<file path="src/rtl/core/tfn_pkg.sv">
// tfn_pkg: widths, controller states, datapath op codes and the
// command/status structs shared by the triangle face normal block.
// No dependencies.
`timescale 1ns / 1ps
package tfn_pkg;

   localparam int IDX_W      = 12;
   localparam int POS_W      = 24;
   localparam int EDGE_W     = 25;
   localparam int PROD_W     = 50;
   localparam int CROSS_W    = 51;
   localparam int MAG_W      = 50;
   localparam int U_W        = 18;
   localparam int SQ_W       = 36;
   localparam int SUM_W      = 38;
   localparam int QUO_W      = 29;
   localparam int ROOT_W     = 30;
   localparam int NRM_W      = 16;
   localparam int STEP_W     = 5;
   localparam int COMP_W     = 2;
   localparam int MUL_LAST   = 6;
   localparam int SQ_LAST    = 2;
   localparam int DIV_LAST   = QUO_W - 1;
   localparam int SQRT_LAST  = 14;
   localparam int COMP_LAST  = 2;
   localparam int NORM_LO_EXP = 17;
   localparam int NORM_HI_EXP = 18;

   typedef enum logic [4:0] {
      ST_IDLE, ST_RD_A, ST_RD_B, ST_RD_C, ST_CAP_C, ST_EDGE, ST_MUL, ST_ABS,
      ST_MAX, ST_NORM, ST_SQ, ST_SUM, ST_DIV_INIT, ST_DIV, ST_SQRT_INIT,
      ST_SQRT, ST_STORE, ST_DONE
   } tfn_state_type;

   typedef enum logic [4:0] {
      OP_NOP, OP_LOAD, OP_ACCEPT, OP_RD_A, OP_RD_B, OP_RD_C, OP_CAP_C, OP_EDGE,
      OP_MUL, OP_ABS, OP_MAX, OP_NORM, OP_SQ, OP_SUM, OP_DIV_INIT, OP_DIV_STEP,
      OP_SQRT_INIT, OP_SQRT_STEP, OP_STORE, OP_RSP
   } tfn_op_type;

   typedef struct packed {
      tfn_op_type          op;
      logic [STEP_W-1:0]   step;
      logic [COMP_W-1:0]   comp;
   } tfn_cmd_type;

   typedef struct packed {
      logic zero;      // cross product is all zero
      logic norm_ok;   // largest magnitude sits in [2^17, 2^18)
   } tfn_status_type;

endpackage

</file>
<file path="src/rtl/core/tfn_ctrl.sv">
// tfn_ctrl: sequencer for load and triangle items; issues datapath commands.
// Depends on tfn_pkg.
`timescale 1ns / 1ps
module tfn_ctrl (
   input  logic                    clock,
   input  logic                    reset,
   input  logic                    req_valid,
   input  logic                    req_type,
   output logic                    req_stall,
   output logic                    rsp_valid,
   input  logic                    rsp_stall,
   input  tfn_pkg::tfn_status_type status,
   output tfn_pkg::tfn_cmd_type    cmd
);
   tfn_pkg::tfn_state_type          state_ff, state_in;
   logic [tfn_pkg::STEP_W-1:0]      step_ff, step_in;
   logic [tfn_pkg::COMP_W-1:0]      comp_ff, comp_in;
   logic                            rsp_valid_ff, rsp_valid_in;

   always_ff @(posedge clock) begin
      if (reset) begin
         state_ff     <= tfn_pkg::ST_IDLE;
         step_ff      <= '0;
         comp_ff      <= '0;
         rsp_valid_ff <= 1'b0;
      end else begin
         state_ff     <= state_in;
         step_ff      <= step_in;
         comp_ff      <= comp_in;
         rsp_valid_ff <= rsp_valid_in;
      end
   end

   always_comb begin
      state_in     = state_ff;
      step_in      = step_ff;
      comp_in      = comp_ff;
      rsp_valid_in = rsp_valid_ff & rsp_stall;
      req_stall    = 1'b1;
      cmd.op       = tfn_pkg::OP_NOP;
      cmd.step     = step_ff;
      cmd.comp     = comp_ff;
      case (state_ff)
         tfn_pkg::ST_IDLE: begin
            req_stall = 1'b0;
            if (req_valid) begin
               if (req_type) begin
                  cmd.op   = tfn_pkg::OP_ACCEPT;
                  state_in = tfn_pkg::ST_RD_A;
               end else begin
                  cmd.op = tfn_pkg::OP_LOAD;
               end
            end
         end
         tfn_pkg::ST_RD_A: begin
            cmd.op   = tfn_pkg::OP_RD_A;
            state_in = tfn_pkg::ST_RD_B;
         end
         tfn_pkg::ST_RD_B: begin
            cmd.op   = tfn_pkg::OP_RD_B;
            state_in = tfn_pkg::ST_RD_C;
         end
         tfn_pkg::ST_RD_C: begin
            cmd.op   = tfn_pkg::OP_RD_C;
            state_in = tfn_pkg::ST_CAP_C;
         end
         tfn_pkg::ST_CAP_C: begin
            cmd.op   = tfn_pkg::OP_CAP_C;
            state_in = tfn_pkg::ST_EDGE;
         end
         tfn_pkg::ST_EDGE: begin
            cmd.op   = tfn_pkg::OP_EDGE;
            step_in  = '0;
            state_in = tfn_pkg::ST_MUL;
         end
         tfn_pkg::ST_MUL: begin
            cmd.op = tfn_pkg::OP_MUL;
            if (step_ff == tfn_pkg::STEP_W'(tfn_pkg::MUL_LAST)) begin
               step_in  = '0;
               state_in = tfn_pkg::ST_ABS;
            end else begin
               step_in = step_ff + 1'b1;
            end
         end
         tfn_pkg::ST_ABS: begin
            cmd.op   = tfn_pkg::OP_ABS;
            state_in = tfn_pkg::ST_MAX;
         end
         tfn_pkg::ST_MAX: begin
            cmd.op   = tfn_pkg::OP_MAX;
            state_in = tfn_pkg::ST_NORM;
         end
         tfn_pkg::ST_NORM: begin
            if (status.zero) begin
               state_in = tfn_pkg::ST_DONE;
            end else if (status.norm_ok) begin
               step_in  = '0;
               state_in = tfn_pkg::ST_SQ;
            end else begin
               cmd.op = tfn_pkg::OP_NORM;
            end
         end
         tfn_pkg::ST_SQ: begin
            cmd.op = tfn_pkg::OP_SQ;
            if (step_ff == tfn_pkg::STEP_W'(tfn_pkg::SQ_LAST)) begin
               step_in  = '0;
               state_in = tfn_pkg::ST_SUM;
            end else begin
               step_in = step_ff + 1'b1;
            end
         end
         tfn_pkg::ST_SUM: begin
            cmd.op   = tfn_pkg::OP_SUM;
            comp_in  = '0;
            state_in = tfn_pkg::ST_DIV_INIT;
         end
         tfn_pkg::ST_DIV_INIT: begin
            cmd.op   = tfn_pkg::OP_DIV_INIT;
            step_in  = '0;
            state_in = tfn_pkg::ST_DIV;
         end
         tfn_pkg::ST_DIV: begin
            cmd.op = tfn_pkg::OP_DIV_STEP;
            if (step_ff == tfn_pkg::STEP_W'(tfn_pkg::DIV_LAST)) begin
               step_in  = '0;
               state_in = tfn_pkg::ST_SQRT_INIT;
            end else begin
               step_in = step_ff + 1'b1;
            end
         end
         tfn_pkg::ST_SQRT_INIT: begin
            cmd.op   = tfn_pkg::OP_SQRT_INIT;
            step_in  = '0;
            state_in = tfn_pkg::ST_SQRT;
         end
         tfn_pkg::ST_SQRT: begin
            cmd.op = tfn_pkg::OP_SQRT_STEP;
            if (step_ff == tfn_pkg::STEP_W'(tfn_pkg::SQRT_LAST)) begin
               step_in  = '0;
               state_in = tfn_pkg::ST_STORE;
            end else begin
               step_in = step_ff + 1'b1;
            end
         end
         tfn_pkg::ST_STORE: begin
            cmd.op = tfn_pkg::OP_STORE;
            if (comp_ff == tfn_pkg::COMP_W'(tfn_pkg::COMP_LAST)) begin
               comp_in  = '0;
               state_in = tfn_pkg::ST_DONE;
            end else begin
               comp_in  = comp_ff + 1'b1;
               state_in = tfn_pkg::ST_DIV_INIT;
            end
         end
         tfn_pkg::ST_DONE: begin
            if (!rsp_valid_ff || !rsp_stall) begin
               cmd.op       = tfn_pkg::OP_RSP;
               rsp_valid_in = 1'b1;
               state_in     = tfn_pkg::ST_IDLE;
            end
         end
         default: begin
            state_in = tfn_pkg::ST_IDLE;
         end
      endcase
   end

   assign rsp_valid = rsp_valid_ff;
endmodule

</file>
<file path="config.mk">
export PLATFORM = sky130hd
export DESIGN_NAME = tfn_ctrl
export DESIGN_NICKNAME = d
export VERILOG_FILES = /design/src/rtl/core/tfn_pkg.sv /design/src/rtl/core/tfn_ctrl.sv
export SDC_FILE = /design/constraint.sdc
export NUM_CORES = 1
export LEC_CHECK = 0
export BUFFER_PORTS_ARGS = -buffer_cell sky130_fd_sc_hd__buf_4
export CELL_PAD_IN_SITES_DETAIL_PLACEMENT = 1
export CELL_PAD_IN_SITES_GLOBAL_PLACEMENT = 1
export CORE_MARGIN = 2
export CORE_UTILIZATION = 42
export DETAILED_ROUTE_END_ITERATION = 7
export PLACE_DENSITY_LB_ADDON = 0.05
export SLEW_MARGIN = 20
export SYNTH_ARGS = -nofsm -noshare
export SYNTH_HDL_FRONTEND = slang
export SYNTH_SLANG_ARGS = --single-unit
</file>
<file path="constraint.sdc">
create_clock -name clock -period 3.9 [get_ports clock]
set_input_delay 0.975 -clock clock [delete_from_list [all_inputs] [get_ports clock]]
set_output_delay 0.975 -clock clock [all_outputs]
set_load 0.02 [all_outputs]
</file>
==> results.yml, run 1 <==
clock_tree:
  cts_max_level: 1
  cts_buffer_depth: 2
  cts_tree: "built"
  ctsHoldBuffers: 0
  clock_latency_ns: 0.29
  post_cts_buffers: 0
  clkSlewWorstSetupHoldPaths_ns: 0.08
  cts_made_buffers: 3
  ctsResizeCount: 0
  clock_tree.root_cell: "clkbuf_4"
  clock-sinks: 13
power_and_ir_drop:
  p_per_area_nw_per_um2: 524
  p_leak_uw: 0.000485
  p_total_uw: 662
  vdd_ir_drop_max_mv: 0.322
finish:
  num_antenna_cells: 0
  final_cell_mix: "buf_4, nor2_1, nand2_1"
  final.fill_count: 319
  finalNetCount: 173
  drive_gt1_frac: 0.198
  final_common_cell: "buf_4"
  syn_to_final_growth_pct: 18.1
global_route:
  grt_pass1_wl_um: 5060
  grt_max_degree: 18
  grt.overflow.total: 0
  antenna_found_initial: 0
  track_usage: 0.240
  grt_pass1_vias: 1095
placed_design:
  place_hpwl_um: 2430
  portBuffers: 20
  dp_slack_ns: 1.01
  place_congestion: 0.914
run_status:
  status: "finished, final reports clean"
sta:
  finalWorstSetupSlack_ns: 0.702
  setup_tns_ns: 0
  worst_pin_slew_ns: 0.667
  whs_ns: 0.491
  min_period_over_period: 0.820
  finalClockSkew_ns: 0.00611
  drv_slew: 0
  max_slew_margin: 0.551
  max_freq_ghz: 0.313
  setup_violations: 0
  hold_violations: 0
  min_period_ns: 3.20
  rsz0062_at_grt: "no"
logic_synthesis:
  yosys.area_share.simple: 0.375
  syn_area_um2: 1070
  ys_ff_latch: 13
  synth_warnings: 0
  synth_edf_count: 0
  synth_top_flop_cell: "dfxtp_1"
  syn-instance-count: 143
  synth_adder_area_share: 0.0351
  syn_nets: 153
  synth-compound-area-share: 0.211
  synthArstFlopShare: 0
  ys_seq_area_frac: 0.243
  synth_top_family_by_area: "simple AND/OR/NAND/NOR gates"
  avgSynthCellArea_um2: 7.48
  synth_cell_types: 43
  synth_xor_area_frac: 0.0573
  synth.area.mux_share: 0.0304
detailed_routing:
  drt_iter0_drc: 20
  num_vias: 1139
  drtAntennaViolNets: 0
  drc: 0
  vias_per_cell: 5.93
  routed_wl_um: 3260
  drtPass1Iterations: 4
  avgRoutedWirePerCell_um: 17.0
worst_setup_path:
  worstSetupPathType: "flop to output port"
  cp_max_fo: 14
  crit_arrival_ns: 2.22
  startpoint_type: "flop"
  crit_slowest_cell: "dfxtp_1"
  crit_chain: "inv_1, nor4_1, a211oi_1, o311ai_0, buf_4"
  cp-end-kind: "output port"
  r2r_slack_ns: 1.61
  worst_path_largest_cell_delay_ns: 0.64
  required_ns: 2.92
floorplanning:
  rows: 18
  pin_count: 21
  core-area_um2: 2450
  die_y_um: 54.5
  die_w_um: 54.5
  dieArea_um2: 2970
  initial_utilization: 0.436
job:
  cap_violations: 0
hold_path:
  hold_class: "flop to flop"
-- layout make-up --
type,instances,area [um^2],area share
multi-input combinational,119,758,0.600
sequential,13,260,0.206
timing repair buffer,22,165,0.131
tap,30,37.5,0.0297
clock buffer,3,22.5,0.0178
inverter,4,15.0,0.0119
clock inverter,1,5.00,0.00396
-- registers in the layout, indices dropped and copies added (netlist names) --
| register | flops |
|---|---|
| rsp_valid | 1 |
| comp_ff | 2 |
| step_ff | 5 |
| state_ff | 5 |
-- Yosys cell counts, drive strengths merged (4+ instances only) --
cell	n	area (um^2)
nand2	15	56.3
dfxtp	13	260
clkbuf	4	15.0
nand2b	6	37.5
a21oi	9	45.0
xnor2	4	35.0
nand3	6	30.0
nor3	5	25.0
nor2	15	56.3
inv	4	15.0
nor2b	6	37.5
o21ai	5	25.0
-- power breakdown --
part / internal (uW) / total, uW / switching (uW)
Combinational: 167 / 379 / 212
Clock: 38.2 / 90.6 / 52.4
Sequential: 149 / 193 / 44.0
-- critical path, delay by kind of cell, from the launching register on --
kind | cells | cell delay (ns)
flops | 1 | 0.64
simple gates | 1 | 0.59
buf+inv | 2 | 0.36
compound gates | 2 | 0.34
-- cells by family after synthesis --
logic type / Yosys count
adders and majority gates: 3
muxes: 3
xor gates and xnor gates: 7
AOI/OAI and AO/OA: 33
buffers and inverters: 11
and+or+nand+nor: 73
DFF: 13
-- through the flow --
stage	cell area (um^2)	util	cells
floorplan	1070	-	143
global placement	1240	0.504	188
detailed placement	1240	0.504	188
CTS	1260	0.515	192
global route	1260	0.515	192
finish	1260	0.515	192
-- layer usage --
metal | GRT usage | up-vias | wire, um
met5 | 0 | - | 0
met4 | 0.0792 | 0 | 43
met3 | 0.0574 | 6 | 123
met2 | 0.424 | 23 | 1630
met1 | 0.284 | 553 | 1460
li1 | - | 557 | -
-- final timing paths --
kind,from,end,depth (start not counted)
max reg2reg,state_ff[3]$_SDFFE_PP0P_,state_ff[0]$_SDFFE_PP0P_,5
max,state_ff[3]$_SDFFE_PP0P_,cmd[8],5
min reg2reg,rsp_valid$_SDFF_PP0_,rsp_valid$_SDFF_PP0_,2
min,rsp_valid$_SDFF_PP0_,rsp_valid$_SDFF_PP0_,2
No activity file was read; power rests on OpenSTA's default activity.
==> run 2: changes to the inputs <==
--- a/config.mk
+++ b/config.mk
@@ -9,7 +9,7 @@
 export CELL_PAD_IN_SITES_DETAIL_PLACEMENT = 1
 export CELL_PAD_IN_SITES_GLOBAL_PLACEMENT = 1
 export CORE_MARGIN = 2
-export CORE_UTILIZATION = 42
+export CORE_UTILIZATION = 35
 export DETAILED_ROUTE_END_ITERATION = 7
 export PLACE_DENSITY_LB_ADDON = 0.05
 export SLEW_MARGIN = 20
==> constraint.sdc (replaced) <==
create_clock -name clock -period 2.8 [get_ports clock]
set_input_delay 0.7 -clock clock [delete_from_list [all_inputs] [get_ports clock]]
set_output_delay 0.7 -clock clock [all_outputs]
set_load 0.02 [all_outputs]
==> run 2 against run 1 <==
Total power up 40%. First-iteration DRC count up 65%. Wire length is 0.71% lower. Clock power is 35% higher. Critical endpoint unchanged.
==> results.yml, run 2 (synthesis results as in run 1) <==
job:
  cap_violations: 0
worst_setup_path:
  r2r-end: "state_ff[1]$_SDFFE_PP0P_"
  rr_worst_depth: 5
  r2r_slack_ns: 0.61
  cp-end-kind: "output port"
  crit_arrival_ns: 1.90
  required_ns: 2.10
  r2r-start: "state_ff[1]$_SDFFE_PP0P_"
  cp_max_fo: 15
  worstSetupPathType: "flop to output port"
  startpoint_type: "flop"
floorplanning:
  die_w_um: 59.3
  rows: 20
  pin_count: 21
  dieArea_um2: 3510
  core-area_um2: 2980
  die_y_um: 59.3
  initial_utilization: 0.359
global_route:
  grt.overflow.total: 0
  track_usage: 0.198
  antenna_found_initial: 0
  grt_pass1_vias: 1074
  grt_pass1_wl_um: 5260
  grt_max_degree: 16
detailed_routing:
  vias_per_cell: 5.74
  drtPass1Iterations: 4
  drt_iter0_drc: 33
  num_vias: 1137
  routed_wl_um: 3230
  drtAntennaViolNets: 0
  drc: 0
  avgRoutedWirePerCell_um: 16.3
power_and_ir_drop:
  power.internal_uw: 500
  p_clk_frac: 0.131
  seqPwrFrac: 0.276
  p_sw_uw: 431
  p_per_area_nw_per_um2: 721
  sw_frac_of_total: 0.463
  combPwrFrac: 0.593
  p_leak_uw: 0.000501
  vdd_ir_drop_max_mv: 0.406
clock_tree:
  cts_max_level: 1
  cts_tree: "built"
  clock_tree.root_cell: "clkbuf_4"
  post_cts_buffers: 0
  clock_latency_ns: 0.28
  cts_buffer_depth: 2
  ctsResizeCount: 0
  clock-sinks: 13
  cts_made_buffers: 3
  ctsHoldBuffers: 0
  clkSlewWorstSetupHoldPaths_ns: 0.09
hold_path:
  worstHoldStart: "rsp_valid$_SDFF_PP0_"
  holdPathStages: 2
  hold_class: "flop to flop"
  whs_endpoint: "rsp_valid$_SDFF_PP0_"
finish:
  final.fill_count: 388
  fin_cells: 198
  reg_top3: "state_ff: 5 flops, step_ff: 5 flops, comp_ff: 2 flops"
  drive_gt1_frac: 0.218
  final_cell_mix: "buf_4, nor2_1, nand2_1"
  finalNetCount: 176
  final_common_cell: "buf_4"
  syn_to_final_growth_pct: 20.7
  num_antenna_cells: 0
sta:
  setup_violations: 0
  worst_pin_slew_ns: 0.536
  hold_violations: 0
  rsz0062_at_grt: "no"
  max_freq_ghz: 0.385
  min_period_over_period: 0.928
  min_period_ns: 2.60
  finalClockSkew_ns: 0.000875
  max_slew_margin: 0.642
  drv_slew: 0
  whs_ns: 0.477
  setup_tns_ns: 0
placed_design:
  portBuffers: 20
  place_hpwl_um: 2410
  place_congestion: 0.881
  place_inst: 194
run_status:
  status: "finished, final reports clean"
## run 2: metrics by stage
| stage | worst slack (ns) | instance area, um^2 | power [uW] | utilization |
|---|---|---|---|---|
| 2_1_floorplan | 0.489 | 1070 | 628 | - |
| 3_3_place_gp | 0.499 | 1260 | 805 | 0.424 |
| 3_5_place_dp | 0.457 | 1260 | 809 | 0.424 |
| 4_1_cts | 0.157 | 1290 | 935 | 0.433 |
| 5_1_grt | 0.0339 | 1290 | 998 | 0.434 |
| 6_report | 0.202 | 1290 | 931 | 0.434 |
## run 2: layer usage
metal	vias to the layer above	wire [um]	global-route usage
met2	30	1440	0.283
met5	-	0	0
met1	542	1610	0.305
met3	2	174	0.0262
li1	563	-	-
met4	0	17	0.0584
## run 2: area by class of cell
type | instances | area, um^2 | area share
clock buffer | 3 | 22.5 | 0.0174
tap | 33 | 41.3 | 0.0320
clock inverter | 1 | 5.00 | 0.00388
timing repair buffer | 25 | 188 | 0.145
multi-input combinational | 119 | 758 | 0.587
inverter | 4 | 15.0 | 0.0116
sequential | 13 | 262 | 0.203
## run 2: how the worst max path moves through the flow
| stage | to | slack, ns | start | cells past startpoint |
|---|---|---|---|---|
| global route | cmd[8] | 0.03 | state_ff[1]$_SDFFE_PP0P_ | 6 |
| finish | cmd[8] | 0.20 | state_ff[1]$_SDFFE_PP0P_ | 6 |
| CTS | cmd[8] | 0.16 | state_ff[3]$_SDFFE_PP0P_ | 6 |
| floorplan | cmd[8] | 0.49 | req_valid | 2 |
| detailed placement | cmd[8] | 0.46 | rsp_stall | 6 |
| global placement | cmd[8] | 0.50 | rsp_stall | 6 |
## run 2: worst max-delay path, stage by stage, from the launching register on
cell and delay [ns]:
dfxtp_1 0.67, nor2_1 0.14, nand3_1 0.13, nor2_1 0.05, a211oi_1 0.23, o311ai_0 0.20, buf_4 0.20
## run 2: power groups by stage
stage / Clock (uW) / Combinational, uW / Sequential, uW
2_1_floorplan: 0 / 392 / 236
4_1_cts: 128 / 550 / 257
5_1_grt: 140 / 595 / 263
3_3_place_gp: 0 / 542 / 263
6_report: 122 / 552 / 257
3_5_place_dp: 0 / 548 / 262
